## src/hw/rtl/qlps_pkg.sv

```systemverilog
// ----------------------------------------------------------------------------
// qlps_pkg
// Shared types and constants of the Q-learning parent selector.
// ----------------------------------------------------------------------------
`default_nettype none

package qlps_pkg;

  localparam int TAU_CAP     = 1000;
  localparam int Q_LIMIT     = 500;
  localparam int RUPTURE_RWD = -50;
  localparam int URGENT_TAU  = 200;
  localparam int MAJOR_GAP   = 80;
  localparam int STREAK_STEP = 5;
  localparam int STREAK_MAX  = 50;
  localparam int REWARD_MAX  = 100;
  localparam logic [15:0] INF_RANK = 16'hFFFF;

  localparam logic [15:0] RST_MIN_HOP    = 16'd256;
  localparam logic [15:0] RST_MAX_ETX    = 16'd1024;
  localparam logic [9:0]  RST_HYST       = 10'd75;
  localparam logic [15:0] RST_PC_MARGIN  = 16'd96;
  localparam logic [9:0]  RST_OVR_MARGIN = 10'd20;
  localparam logic [15:0] RST_TRUST      = 16'd8;
  localparam logic [9:0]  RST_PANIC_LVL  = 10'd200;

  typedef enum logic [2:0] {
    REG_MIN_HOP    = 3'd0,
    REG_MAX_ETX    = 3'd1,
    REG_HYST       = 3'd2,
    REG_PC_MARGIN  = 3'd3,
    REG_OVR_MARGIN = 3'd4,
    REG_TRUST      = 3'd5,
    REG_PANIC_LVL  = 3'd6
  } reg_idx_t;

  typedef enum logic [2:0] {
    SRC_DIRECT    = 3'd0,
    SRC_FILTER    = 3'd1,
    SRC_BOOTSTRAP = 3'd2,
    SRC_UNCERTAIN = 3'd3,
    SRC_SWITCH    = 3'd4,
    SRC_STAY      = 3'd5
  } src_t;

  typedef enum logic [1:0] {
    ST_URGENT = 2'd0,
    ST_MINOR  = 2'd1,
    ST_MAJOR  = 2'd2
  } qstate_t;

  typedef struct packed {
    logic [15:0] min_hop;
    logic [15:0] max_etx;
    logic [9:0]  hyst;
    logic [15:0] pc_margin;
    logic [9:0]  ovr_margin;
    logic [15:0] trust;
    logic [9:0]  panic_lvl;
  } cfg_t;

endpackage

`default_nettype wire

```

## src/hw/rtl/qlps_regs.sv

```systemverilog
// ----------------------------------------------------------------------------
// qlps_regs
// APB-style configuration register file of the parent selector.
// ----------------------------------------------------------------------------
`default_nettype none

module qlps_regs (
  input  wire logic          clk,
  input  wire logic          rst_n,
  input  wire logic          psel,
  input  wire logic          penable,
  input  wire logic          pwrite,
  input  wire logic [4:0]    paddr,
  input  wire logic [31:0]   pwdata,
  output logic [31:0]        prdata,
  output logic               pready,
  output qlps_pkg::cfg_t     cfg
);

  qlps_pkg::cfg_t     cfg_r;
  qlps_pkg::reg_idx_t idx;

  assign idx    = qlps_pkg::reg_idx_t'(paddr[4:2]);
  assign pready = 1'b1;
  assign cfg    = cfg_r;

  always_ff @(posedge clk) begin
    if (!rst_n) begin
      cfg_r.min_hop    <= qlps_pkg::RST_MIN_HOP;
      cfg_r.max_etx    <= qlps_pkg::RST_MAX_ETX;
      cfg_r.hyst       <= qlps_pkg::RST_HYST;
      cfg_r.pc_margin  <= qlps_pkg::RST_PC_MARGIN;
      cfg_r.ovr_margin <= qlps_pkg::RST_OVR_MARGIN;
      cfg_r.trust      <= qlps_pkg::RST_TRUST;
      cfg_r.panic_lvl  <= qlps_pkg::RST_PANIC_LVL;
    end else if (psel && penable && pwrite && pready) begin
      case (idx)
        qlps_pkg::REG_MIN_HOP:    cfg_r.min_hop    <= pwdata[15:0];
        qlps_pkg::REG_MAX_ETX:    cfg_r.max_etx    <= pwdata[15:0];
        qlps_pkg::REG_HYST:       cfg_r.hyst       <= pwdata[9:0];
        qlps_pkg::REG_PC_MARGIN:  cfg_r.pc_margin  <= pwdata[15:0];
        qlps_pkg::REG_OVR_MARGIN: cfg_r.ovr_margin <= pwdata[9:0];
        qlps_pkg::REG_TRUST:      cfg_r.trust      <= pwdata[15:0];
        qlps_pkg::REG_PANIC_LVL:  cfg_r.panic_lvl  <= pwdata[9:0];
        default: ;
      endcase
    end
  end

  always_comb begin
    case (idx)
      qlps_pkg::REG_MIN_HOP:    prdata = {16'd0, cfg_r.min_hop};
      qlps_pkg::REG_MAX_ETX:    prdata = {16'd0, cfg_r.max_etx};
      qlps_pkg::REG_HYST:       prdata = {22'd0, cfg_r.hyst};
      qlps_pkg::REG_PC_MARGIN:  prdata = {16'd0, cfg_r.pc_margin};
      qlps_pkg::REG_OVR_MARGIN: prdata = {22'd0, cfg_r.ovr_margin};
      qlps_pkg::REG_TRUST:      prdata = {16'd0, cfg_r.trust};
      qlps_pkg::REG_PANIC_LVL:  prdata = {22'd0, cfg_r.panic_lvl};
      default:                  prdata = 32'd0;
    endcase
  end

endmodule

`default_nettype wire

```

## src/hw/rtl/qlearning_parent_selector.sv

```systemverilog
// ----------------------------------------------------------------------------
// qlearning_parent_selector
// Two-candidate parent choice with a small Q-learning supervisor.
// ----------------------------------------------------------------------------
// The block takes one beat per clock while out_stall does not hold the
// result register, and returns one result beat for each through the input
// register and the decision and learning logic that writes the result
// register. The Q-table read-modify-write, the streak and the recorded
// state and action are all updated as the result register is written, so
// a beat that follows directly already sees what the previous beat left.
// With the result held by out_stall the input register fills, then in_stall rises.
`default_nettype none

module qlearning_parent_selector (
  input  wire logic              clk,
  input  wire logic              rst_n,
  input  wire logic              in_valid,
  output logic                   in_stall,
  input  wire logic              in_op,
  input  wire logic [15:0]       in_rank_a,
  input  wire logic [15:0]       in_rank_b,
  input  wire logic [15:0]       in_etx_a,
  input  wire logic [15:0]       in_etx_b,
  input  wire logic [15:0]       in_tau_a,
  input  wire logic [15:0]       in_tau_b,
  input  wire logic [1:0]        in_pref_which,
  output logic                   out_valid,
  input  wire logic              out_stall,
  output logic                   out_pick_second,
  output logic [2:0]             out_decision_source,
  output logic                   out_panic,
  output logic signed [7:0]      out_reward,
  input  wire logic              cfg_psel,
  input  wire logic              cfg_penable,
  input  wire logic              cfg_pwrite,
  input  wire logic [4:0]        cfg_paddr,
  input  wire logic [31:0]       cfg_pwdata,
  output logic [31:0]            cfg_prdata,
  output logic                   cfg_pready
);

  function automatic logic [9:0] cap_tau(input logic [15:0] t);
    return (t > 16'(qlps_pkg::TAU_CAP)) ? 10'(qlps_pkg::TAU_CAP) : t[9:0];
  endfunction

  function automatic logic etx_bad(input logic [15:0] e, input logic [15:0] mx);
    return (e == 16'd0) || (e == 16'hFFFF) || (e > mx);
  endfunction

  function automatic logic [15:0] sat_add16(input logic [15:0] a, input logic [15:0] b);
    logic [16:0] s;
    s = {1'b0, a} + {1'b0, b};
    return s[16] ? 16'hFFFF : s[15:0];
  endfunction

  qlps_pkg::cfg_t cfg;

  qlps_regs u_regs (
    .clk     (clk),
    .rst_n   (rst_n),
    .psel    (cfg_psel),
    .penable (cfg_penable),
    .pwrite  (cfg_pwrite),
    .paddr   (cfg_paddr),
    .pwdata  (cfg_pwdata),
    .prdata  (cfg_prdata),
    .pready  (cfg_pready),
    .cfg     (cfg)
  );

  // input register
  logic        s1_valid_r;
  logic        s1_op_r;
  logic [15:0] s1_rank_a_r, s1_rank_b_r, s1_etx_a_r, s1_etx_b_r, s1_tau_a_r, s1_tau_b_r;
  logic [1:0]  s1_pref_r;

  // result register
  logic               out_valid_r;
  logic               out_pick_r, pick_nxt;
  qlps_pkg::src_t     out_src_r, src_nxt;
  logic               out_panic_r, panic_nxt;
  logic signed [7:0]  out_reward_r, reward_nxt;

  // learning state
  logic signed [9:0]  q_r [6];
  qlps_pkg::qstate_t  last_state_r, lstate_nxt;
  logic               last_action_r, lact_nxt;
  logic [15:0]        last_etx_r, letx_nxt;
  logic [5:0]         streak_r, streak_nxt;
  logic [15:0]        ucount_r, ucount_nxt;
  logic               q_we;

  logic adv;
  assign adv      = !out_valid_r || !out_stall;
  assign in_stall = s1_valid_r && !adv;

  // ---------------- compare path ----------------
  logic [9:0]  t1, t2;
  logic        bad_a, bad_b, ok_a, ok_b;
  logic [15:0] step_a, step_b, cost_a, cost_b, r1, r2, pc1, pc2;
  logic        close, pref_ok, pref_second;

  assign t1     = cap_tau(s1_tau_a_r);
  assign t2     = cap_tau(s1_tau_b_r);
  assign bad_a  = etx_bad(s1_etx_a_r, cfg.max_etx);
  assign bad_b  = etx_bad(s1_etx_b_r, cfg.max_etx);
  assign ok_a   = (s1_tau_a_r != 16'd0) && !bad_a;
  assign ok_b   = (s1_tau_b_r != 16'd0) && !bad_b;
  assign step_a = sat_add16(s1_rank_a_r, cfg.min_hop);
  assign step_b = sat_add16(s1_rank_b_r, cfg.min_hop);
  assign cost_a = s1_rank_a_r + s1_etx_a_r;
  assign cost_b = s1_rank_b_r + s1_etx_b_r;
  assign r1     = (step_a > cost_a) ? step_a : cost_a;
  assign r2     = (step_b > cost_b) ? step_b : cost_b;
  assign pc1    = sat_add16(s1_rank_a_r, s1_etx_a_r);
  assign pc2    = sat_add16(s1_rank_b_r, s1_etx_b_r);
  assign close  = ({1'b0, pc1} <= {1'b0, pc2} + {1'b0, cfg.pc_margin}) &&
                  ({1'b0, pc2} <= {1'b0, pc1} + {1'b0, cfg.pc_margin});
  assign pref_ok     = (s1_pref_r == 2'd1) || (s1_pref_r == 2'd2);
  assign pref_second = (s1_pref_r == 2'd2);

  // preferred parent view
  logic [9:0]  tp, tc;
  logic [15:0] pp, pcc, ep, ec;
  logic        sw_base, sw;
  qlps_pkg::qstate_t st;
  logic signed [9:0]  qs, qw;
  logic signed [11:0] om_e;
  logic        boot;

  assign tp  = pref_second ? t2 : t1;
  assign tc  = pref_second ? t1 : t2;
  assign pp  = pref_second ? pc2 : pc1;
  assign pcc = pref_second ? pc1 : pc2;
  assign ep  = pref_second ? s1_etx_b_r : s1_etx_a_r;
  assign ec  = pref_second ? s1_etx_a_r : s1_etx_b_r;
  assign sw_base = (close || (pp <= pcc)) ? !({1'b0, tc} <= {1'b0, tp} + {1'b0, cfg.hyst})
                                          : ({1'b0, tp} <= {1'b0, tc} + {1'b0, cfg.hyst});
  assign st = (tp < 10'(qlps_pkg::URGENT_TAU)) ? qlps_pkg::ST_URGENT :
              ({1'b0, tc} > {1'b0, tp} + 11'(qlps_pkg::MAJOR_GAP)) ? qlps_pkg::ST_MAJOR :
              qlps_pkg::ST_MINOR;
  assign qs   = q_r[{st, 1'b0}];
  assign qw   = q_r[{st, 1'b1}];
  assign om_e = signed'({2'b00, cfg.ovr_margin});
  assign boot = ucount_r < cfg.trust;

  // no preferred parent
  logic tie_pick, direct_pick;
  assign tie_pick = (pc2 < pc1) ? 1'b1 : (pc1 < pc2) ? 1'b0 :
                    (r2 < r1) ? 1'b1 : (r1 < r2) ? 1'b0 : (s1_etx_b_r < s1_etx_a_r);
  assign direct_pick =
    close ? ((t2 > t1) ? 1'b1 : (t1 > t2) ? 1'b0 : tie_pick) :
    (pc1 < pc2) ? ({1'b0, t2} > {1'b0, t1} + {1'b0, cfg.hyst}) :
                  !({1'b0, t1} > {1'b0, t2} + {1'b0, cfg.hyst});

  // ---------------- tick path ----------------
  logic signed [16:0] ediff, ediff_adj;
  logic signed [12:0] d16;
  logic               use_delta;
  logic [5:0]         streak_inc;
  logic signed [13:0] rsum;
  logic signed [7:0]  reward8;
  qlps_pkg::qstate_t  ns;
  logic signed [9:0]  qa, qb, maxn;
  logic signed [12:0] mx, m7, m7_adj;
  logic signed [9:0]  t78;
  logic signed [10:0] target;
  logic signed [9:0]  q_old, q_new;
  logic signed [11:0] qdiff;
  logic signed [8:0]  qstep;
  logic signed [10:0] qsum;
  logic [2:0]         q_idx;

  assign ediff      = signed'({1'b0, last_etx_r}) - signed'({1'b0, s1_etx_a_r});
  assign ediff_adj  = ediff + ((ediff < 0) ? 17'sd15 : 17'sd0);
  assign d16        = ediff_adj[16:4];
  assign use_delta  = (last_etx_r != 16'd0) && (last_etx_r != 16'hFFFF);
  assign streak_inc = (streak_r + 6'(qlps_pkg::STREAK_STEP) > 6'(qlps_pkg::STREAK_MAX)) ?
                      6'(qlps_pkg::STREAK_MAX) : streak_r + 6'(qlps_pkg::STREAK_STEP);
  assign rsum = (use_delta ? 14'(d16) : 14'sd0) +
                (last_action_r ? 14'sd0 : signed'({8'd0, streak_inc}));

  always_comb begin
    if (!pref_ok || bad_a) begin
      reward8 = 8'(qlps_pkg::RUPTURE_RWD);
    end else if (rsum > 14'(qlps_pkg::REWARD_MAX)) begin
      reward8 = 8'(qlps_pkg::REWARD_MAX);
    end else if (rsum < -14'(qlps_pkg::REWARD_MAX)) begin
      reward8 = -8'(qlps_pkg::REWARD_MAX);
    end else begin
      reward8 = rsum[7:0];
    end
  end

  assign ns     = (s1_tau_a_r < 16'(qlps_pkg::URGENT_TAU)) ? qlps_pkg::ST_URGENT
                                                            : qlps_pkg::ST_MINOR;
  assign qa     = q_r[{ns, 1'b0}];
  assign qb     = q_r[{ns, 1'b1}];
  assign maxn   = (qa > qb) ? qa : qb;
  assign mx     = 13'(maxn);
  assign m7     = (mx <<< 3) - mx;
  assign m7_adj = m7 + ((m7 < 0) ? 13'sd7 : 13'sd0);
  assign t78    = m7_adj[12:3];
  assign target = pref_ok ? (11'(reward8) + 11'(t78)) : 11'(qlps_pkg::RUPTURE_RWD);

  assign q_idx = {last_state_r, last_action_r};
  assign q_old = q_r[q_idx];
  assign qdiff = 12'(target) - 12'(q_old);
  assign qstep = qdiff[11:3];
  assign qsum  = 11'(q_old) + 11'(qstep);
  assign q_new = (qsum > 11'(qlps_pkg::Q_LIMIT))  ? 10'(qlps_pkg::Q_LIMIT) :
                 (qsum < -11'(qlps_pkg::Q_LIMIT)) ? -10'(qlps_pkg::Q_LIMIT) : qsum[9:0];

  // ---------------- decision ----------------
  always_comb begin
    pick_nxt   = 1'b0;
    src_nxt    = qlps_pkg::SRC_FILTER;
    panic_nxt  = 1'b0;
    reward_nxt = 8'sd0;
    lstate_nxt = last_state_r;
    lact_nxt   = last_action_r;
    letx_nxt   = last_etx_r;
    streak_nxt = streak_r;
    ucount_nxt = ucount_r;
    q_we       = 1'b0;
    sw         = sw_base;
    if (!s1_op_r) begin
      if (!ok_a) begin
        pick_nxt = 1'b1;
      end else if (!ok_b) begin
        pick_nxt = 1'b0;
      end else if (r1 == qlps_pkg::INF_RANK) begin
        pick_nxt = (r2 != qlps_pkg::INF_RANK);
      end else if (r2 == qlps_pkg::INF_RANK) begin
        pick_nxt = 1'b0;
      end else if (pref_ok) begin
        if (boot) begin
          src_nxt = qlps_pkg::SRC_BOOTSTRAP;
        end else if (!sw_base && (12'(qw) > 12'(qs) + om_e)) begin
          src_nxt = qlps_pkg::SRC_SWITCH;
          sw      = 1'b1;
        end else if (sw_base && (12'(qs) > 12'(qw) + om_e)) begin
          src_nxt = qlps_pkg::SRC_STAY;
          sw      = 1'b0;
        end else begin
          src_nxt = qlps_pkg::SRC_UNCERTAIN;
        end
        lstate_nxt = st;
        lact_nxt   = sw;
        letx_nxt   = sw ? ec : ep;
        pick_nxt   = sw ^ pref_second;
      end else begin
        src_nxt  = qlps_pkg::SRC_DIRECT;
        pick_nxt = direct_pick;
      end
    end else begin
      src_nxt    = qlps_pkg::SRC_DIRECT;
      panic_nxt  = pref_ok && (s1_tau_a_r < {6'd0, cfg.panic_lvl});
      reward_nxt = reward8;
      q_we       = 1'b1;
      if (ucount_r != 16'hFFFF) begin
        ucount_nxt = ucount_r + 16'd1;
      end
      streak_nxt = (!pref_ok || bad_a || last_action_r) ? 6'd0 : streak_inc;
      if (pref_ok) begin
        lstate_nxt = ns;
        letx_nxt   = s1_etx_a_r;
      end
    end
  end

  // ---------------- registers ----------------
  always_ff @(posedge clk) begin
    if (!rst_n) begin
      s1_valid_r    <= 1'b0;
      out_valid_r   <= 1'b0;
      last_state_r  <= qlps_pkg::ST_URGENT;
      last_action_r <= 1'b0;
      last_etx_r    <= 16'd0;
      streak_r      <= 6'd0;
      ucount_r      <= 16'd0;
      for (int i = 0; i < 6; i++) begin
        q_r[i] <= 10'sd0;
      end
    end else begin
      if (!in_stall) begin
        s1_valid_r <= in_valid;
      end
      if (adv) begin
        out_valid_r <= s1_valid_r;
      end
      if (adv && s1_valid_r) begin
        last_state_r  <= lstate_nxt;
        last_action_r <= lact_nxt;
        last_etx_r    <= letx_nxt;
        streak_r      <= streak_nxt;
        ucount_r      <= ucount_nxt;
        if (q_we) begin
          q_r[q_idx] <= q_new;
        end
      end
    end
  end

  always_ff @(posedge clk) begin
    if (in_valid && !in_stall) begin
      s1_op_r     <= in_op;
      s1_rank_a_r <= in_rank_a;
      s1_rank_b_r <= in_rank_b;
      s1_etx_a_r  <= in_etx_a;
      s1_etx_b_r  <= in_etx_b;
      s1_tau_a_r  <= in_tau_a;
      s1_tau_b_r  <= in_tau_b;
      s1_pref_r   <= in_pref_which;
    end
    if (adv && s1_valid_r) begin
      out_pick_r   <= pick_nxt;
      out_src_r    <= src_nxt;
      out_panic_r  <= panic_nxt;
      out_reward_r <= reward_nxt;
    end
  end

  assign out_valid           = out_valid_r;
  assign out_pick_second     = out_pick_r;
  assign out_decision_source = out_src_r;
  assign out_panic           = out_panic_r;
  assign out_reward          = out_reward_r;

  // ---------------- assertions ----------------
  a_tick_fields_clear: assert property (@(posedge clk) disable iff (!rst_n)
    out_valid_r && (out_panic_r || (out_reward_r != 8'sd0)) |->
      !out_pick_r && (out_src_r == qlps_pkg::SRC_DIRECT))
    else $error("tick beat carries compare fields");

  a_count_monotone: assert property (@(posedge clk) disable iff (!rst_n)
    $past(rst_n) |-> (ucount_r >= $past(ucount_r)))
    else $error("update count went down");

  a_streak_bound: assert property (@(posedge clk) disable iff (!rst_n)
    streak_r <= 6'(qlps_pkg::STREAK_MAX))
    else $error("stability streak above limit");

  a_stall_needs_item: assert property (@(posedge clk) disable iff (!rst_n)
    in_stall |-> s1_valid_r && out_valid_r)
    else $error("input stalled with free pipeline");

endmodule

`default_nettype wire

```

## config.mk

```make
export PLATFORM = sky130hd
export DESIGN_NAME = qlearning_parent_selector
export DESIGN_NICKNAME = d
export VERILOG_FILES = /design/src/hw/rtl/qlps_pkg.sv /design/src/hw/rtl/qlps_regs.sv /design/src/hw/rtl/qlearning_parent_selector.sv
export SDC_FILE = /design/constraint.sdc
export NUM_CORES = 2
export LEC_CHECK = 0
export BUFFER_PORTS_ARGS = -buffer_cell sky130_fd_sc_hd__buf_2
export CORE_UTILIZATION = 55
export CTS_CLUSTER_DIAMETER = 200
export DETAILED_ROUTE_END_ITERATION = 8
export GPL_TIMING_DRIVEN = 0
export PLACE_DENSITY_LB_ADDON = 0.3
export SLEW_MARGIN = 20
export SYNTH_ARGS = -nofsm -noshare
export SYNTH_HDL_FRONTEND = slang
export SYNTH_HIERARCHICAL = 1
export SYNTH_SLANG_ARGS = --single-unit
```

## constraint.sdc

```tcl
create_clock -name clk -period 13.15 [get_ports clk]
set_input_delay 3.2875 -clock clk [delete_from_list [all_inputs] [get_ports clk]]
set_output_delay 3.2875 -clock clk [all_outputs]
set_load 0.02 [all_outputs]
```

==> flow_metrics.env <==
export IMPL_wl_microns=98900
export IMPL_cp_max_fo=10
export IMPL_die_y_microns=247
export IMPL_num_vias=29600
export IMPL_fin_tns_setup_ps=0
export IMPL_yosysSeqAreaShare=0.258
export IMPL_syn2layout_area_growth_pct=9.89
export IMPL_cp_startpoint="s1_tau_a_r[14]"
export IMPL_synthCells=3727
export IMPL_coreArea_sq_mm=0.0590
export IMPL_fin_worst_skew_ps=37.3
export IMPL_syn_cell_area_sq_mm=0.0329
export IMPL_max_freq_ghz=0.0801
export IMPL_critical_path_max_stage_delay_ps=630
export IMPL_portBuffers=153
export IMPL_first_pass_iters=8
export IMPL_cts_tree="yes"
export IMPL_fp_row_count=89
export IMPL_synth_edf_count=192
export IMPL_drcViolationCount=0
export IMPL_post_route_util=0.613
export IMPL_ys_ff_latch=329
export IMPL_cap_violations=0
export IMPL_clkLatencyLatePin_ps=590
export IMPL_drv_slew=0
export IMPL_grt_remaining_overflow=0
export IMPL_finalCritPeriodShare=0.949
export IMPL_yosysWarnings=6
export IMPL_r2r_start="s1_tau_a_r[14]"
export IMPL_synth_avg_cell_area_sq_um=8.83
export IMPL_slowest_stage="or4b_2"
export IMPL_finalNonFillerCells=4743
export IMPL_cts_buffers=37
export IMPL_min_to="u_regs/cfg[14]"
export IMPL_wl_per_cell_microns=20.8
export IMPL_hold_slack_ps=481
export IMPL_power_leakage_uw=0.0161
export IMPL_dpl_cell_count=4673
export IMPL_p_per_area_mw_per_mm2=127
export IMPL_grt_pass1_wl_microns=151000
export IMPL_antenna_found_initial=3
export IMPL_final_min_clock_period_ps=12480
export IMPL_drtIter0Drc=2774
export IMPL_cp_start_kind="flop"
export IMPL_worstPathRequired_ps=13440
export IMPL_synth_main_ff_cell="edfxtp_1"
export IMPL_clockBufferDepth=3
export IMPL_r2r_setup_slack_ps=670
export IMPL_nets=4609
export IMPL_grt_usage=0.321
export IMPL_async_reset_ff_frac=0
export IMPL_clock_sinks=329
export IMPL_ir_drop_uv=215
export IMPL_status="completed"
export IMPL_cts_hold_buf=0
export IMPL_finalSetupViolations=0
export IMPL_hp_start="u_regs/cfg[14]"
export IMPL_dp_hpwl_microns=80600
export IMPL_start_util=0.558
export IMPL_rsz0062_at_grt="false"
export IMPL_reg2reg_depth=53
export IMPL_first_global_vias=27400
export IMPL_gp_congestion=0.996
export IMPL_worst_pin_slew_ps=1050
export IMPL_cp_common_cell="nand2_1"
export IMPL_cts_root_buf="clkbuf_16"
export IMPL_hold_path_depth=2
export IMPL_cp_arrival_ps=12770
export IMPL_synth_distinct_cells=111
export IMPL_clk_pin_slew_ps=60
export IMPL_fill_cells=5131
export IMPL_die_area_sq_mm=0.0608
export IMPL_ant_nets=0
export IMPL_grt_max_degree=30
export IMPL_viasPerCell=6.24
export IMPL_final_common_cell="ha_1"
export IMPL_reg2reg_to="q_r[3][0]"
export IMPL_worstSetupPathType="flop to flop"
export IMPL_io_pins=191
export IMPL_hold_viol=0
export IMPL_endpoint_kind="flop"
export IMPL_die_x_microns=247
export IMPL_hold_class="flop to flop"
export IMPL_cts_htree_levels=2
export IMPL_final_layout_size_suffix_gt1_frac=0.0983
export IMPL_layout_common_cells="ha_1 (508), nand2_1 (332), inv_1 (278)"
export IMPL_slew_headroom=0.300
-- critical path: cells and delay by family (launching register included) --
kind	cells	cell delay, ps
AOI/OAI and AO/OA	17	3630
muxes	2	280
DFF	1	370
adders and majority gates	6	1900
xor gates and xnor gates	2	420
buffers and inverters	6	1270
and+or+nand+nor	20	4280
-- sequential cells by signal, indices dropped and copies added, names as in the netlist --
| signal | count |
|---|---|
| s1_tau_a_r | 16 |
| last_etx_r | 16 |
| q_r | 80 |
| u_regs/cfg | 94 |
| out_valid | 1 |
| streak_r | 6 |
| s1_pref_r | 2 |
| s1_tau_b_r | 16 |
| s1_etx_b_r | 16 |
| last_state_r | 2 |
| ucount_r | 16 |
| s1_op_r | 1 |
| out_pick_second | 1 |
| s1_etx_a_r | 16 |
| out_decision_source | 3 |
| last_action_r | 1 |
| s1_rank_a_r | 16 |
| s1_rank_b_r | 16 |
| out_panic | 1 |
| out_reward | 8 |
| s1_valid_r | 1 |
-- repair_timing --
item / CTS / global route
gates resized for setup: 11 / 25
endpoints found under the setup margin: 80 / 79
buffers inserted: 2 / 1
pin swaps: 1 / 2
hold endpoints to repair: 0 / 0
-- final cells by class --
class                   count  area (sq um)  area share
clock inverters            16           198     0.00547
inverters                 278          1040      0.0288
clock buffers              50          1030      0.0284
multi-input cells        3015         22900       0.633
plain buffers             120           641      0.0177
repair buffers            161           891      0.0246
diodes                      1          2.50   0.0000692
flip-flops and latches    329          8510       0.235
well taps                 773           967      0.0267
-- report_power, final --
part | leakage, uW | internal [uW] | switching, uW
logic | 0.0125 | 935 | 1420
clock network | 0.000600 | 614 | 439
registers | 0.00297 | 1140 | 47.2
-- how the worst max path moves through the flow --
stage / slack [ps] / endpoint / cells past startpoint
6_report: 670 / q_r[3][0] / 53
5_1_grt: 40 / q_r[5][3] / 51
4_1_cts: 30 / q_r[6][0] / 52
3_5_place_dp: -1010 / q_r[5][2] / 52
3_3_place_gp: -800 / q_r[7][2] / 52
2_1_floorplan: 1600 / q_r[5][3] / 51
-- Yosys cell counts, types with 20 or more instances --
cell / n / area [sq um]
buf_4: 20 / 150
a21o_1: 100 / 751
mux4_2: 24 / 541
nor2b_1: 61 / 382
xnor2_1: 124 / 1090
edfxtp_1: 192 / 5770
and3_1: 23 / 144
or3_1: 30 / 188
ha_1: 508 / 6360
o21bai_1: 49 / 368
nand3_1: 71 / 355
inv_1: 278 / 1040
a31oi_1: 29 / 181
nand4_1: 67 / 419
o21ai_0: 219 / 1100
clkbuf_1: 68 / 255
a21oi_1: 250 / 1250
nand2_1: 333 / 1250
o21a_1: 72 / 541
mux2i_1: 165 / 1650
o311ai_0: 21 / 184
nor2_1: 235 / 882
a211oi_1: 30 / 225
xor2_1: 73 / 639
dfxtp_1: 137 / 2740
nand2b_1: 45 / 282
nor3_1: 61 / 305
o211ai_1: 20 / 150
nor4_1: 33 / 206
mux2_2: 27 / 304
a21boi_0: 20 / 150
and2_1: 25 / 156
-- routing by layer --
| metal | vias up | GRT usage | share of wire | routed length (microns) |
|---|---|---|---|---|
| met3 | 240 | 0.0666 | 0.10 | 10100 |
| met1 | 13800 | 0.441 | 0.43 | 42900 |
| met2 | 1350 | 0.484 | 0.42 | 41300 |
| li1 | 14200 | - | - | - |
| met4 | 2 | 0.137 | 0.046 | 4590 |
| met5 | - | 0 | 0.00013 | 13 |
-- per-stage QoR --
stage                     instance area [sq um]  total power, uW  worst slack [ps]
after global placement                    34700             3410              -797
after floorplan                           33000             2900              1600
after global routing                      36200             4890              36.3
after CTS                                 36100             4510              30.8
final                                     36200             4590               672
after detailed placement                  34800             3440             -1010
-- cell families after synthesis --
group / after synthesis / share of synthesized area
simple gates: 1072 / 0.160
compound gates: 985 / 0.198
fa+ha+maj: 527 / 0.204
buf+inv: 398 / 0.0509
flops: 329 / 0.258
mux: 217 / 0.0763
xor+xnor: 197 / 0.0524
other cells: 2 / 0.000228
Power figures use the tool's default switching activity.
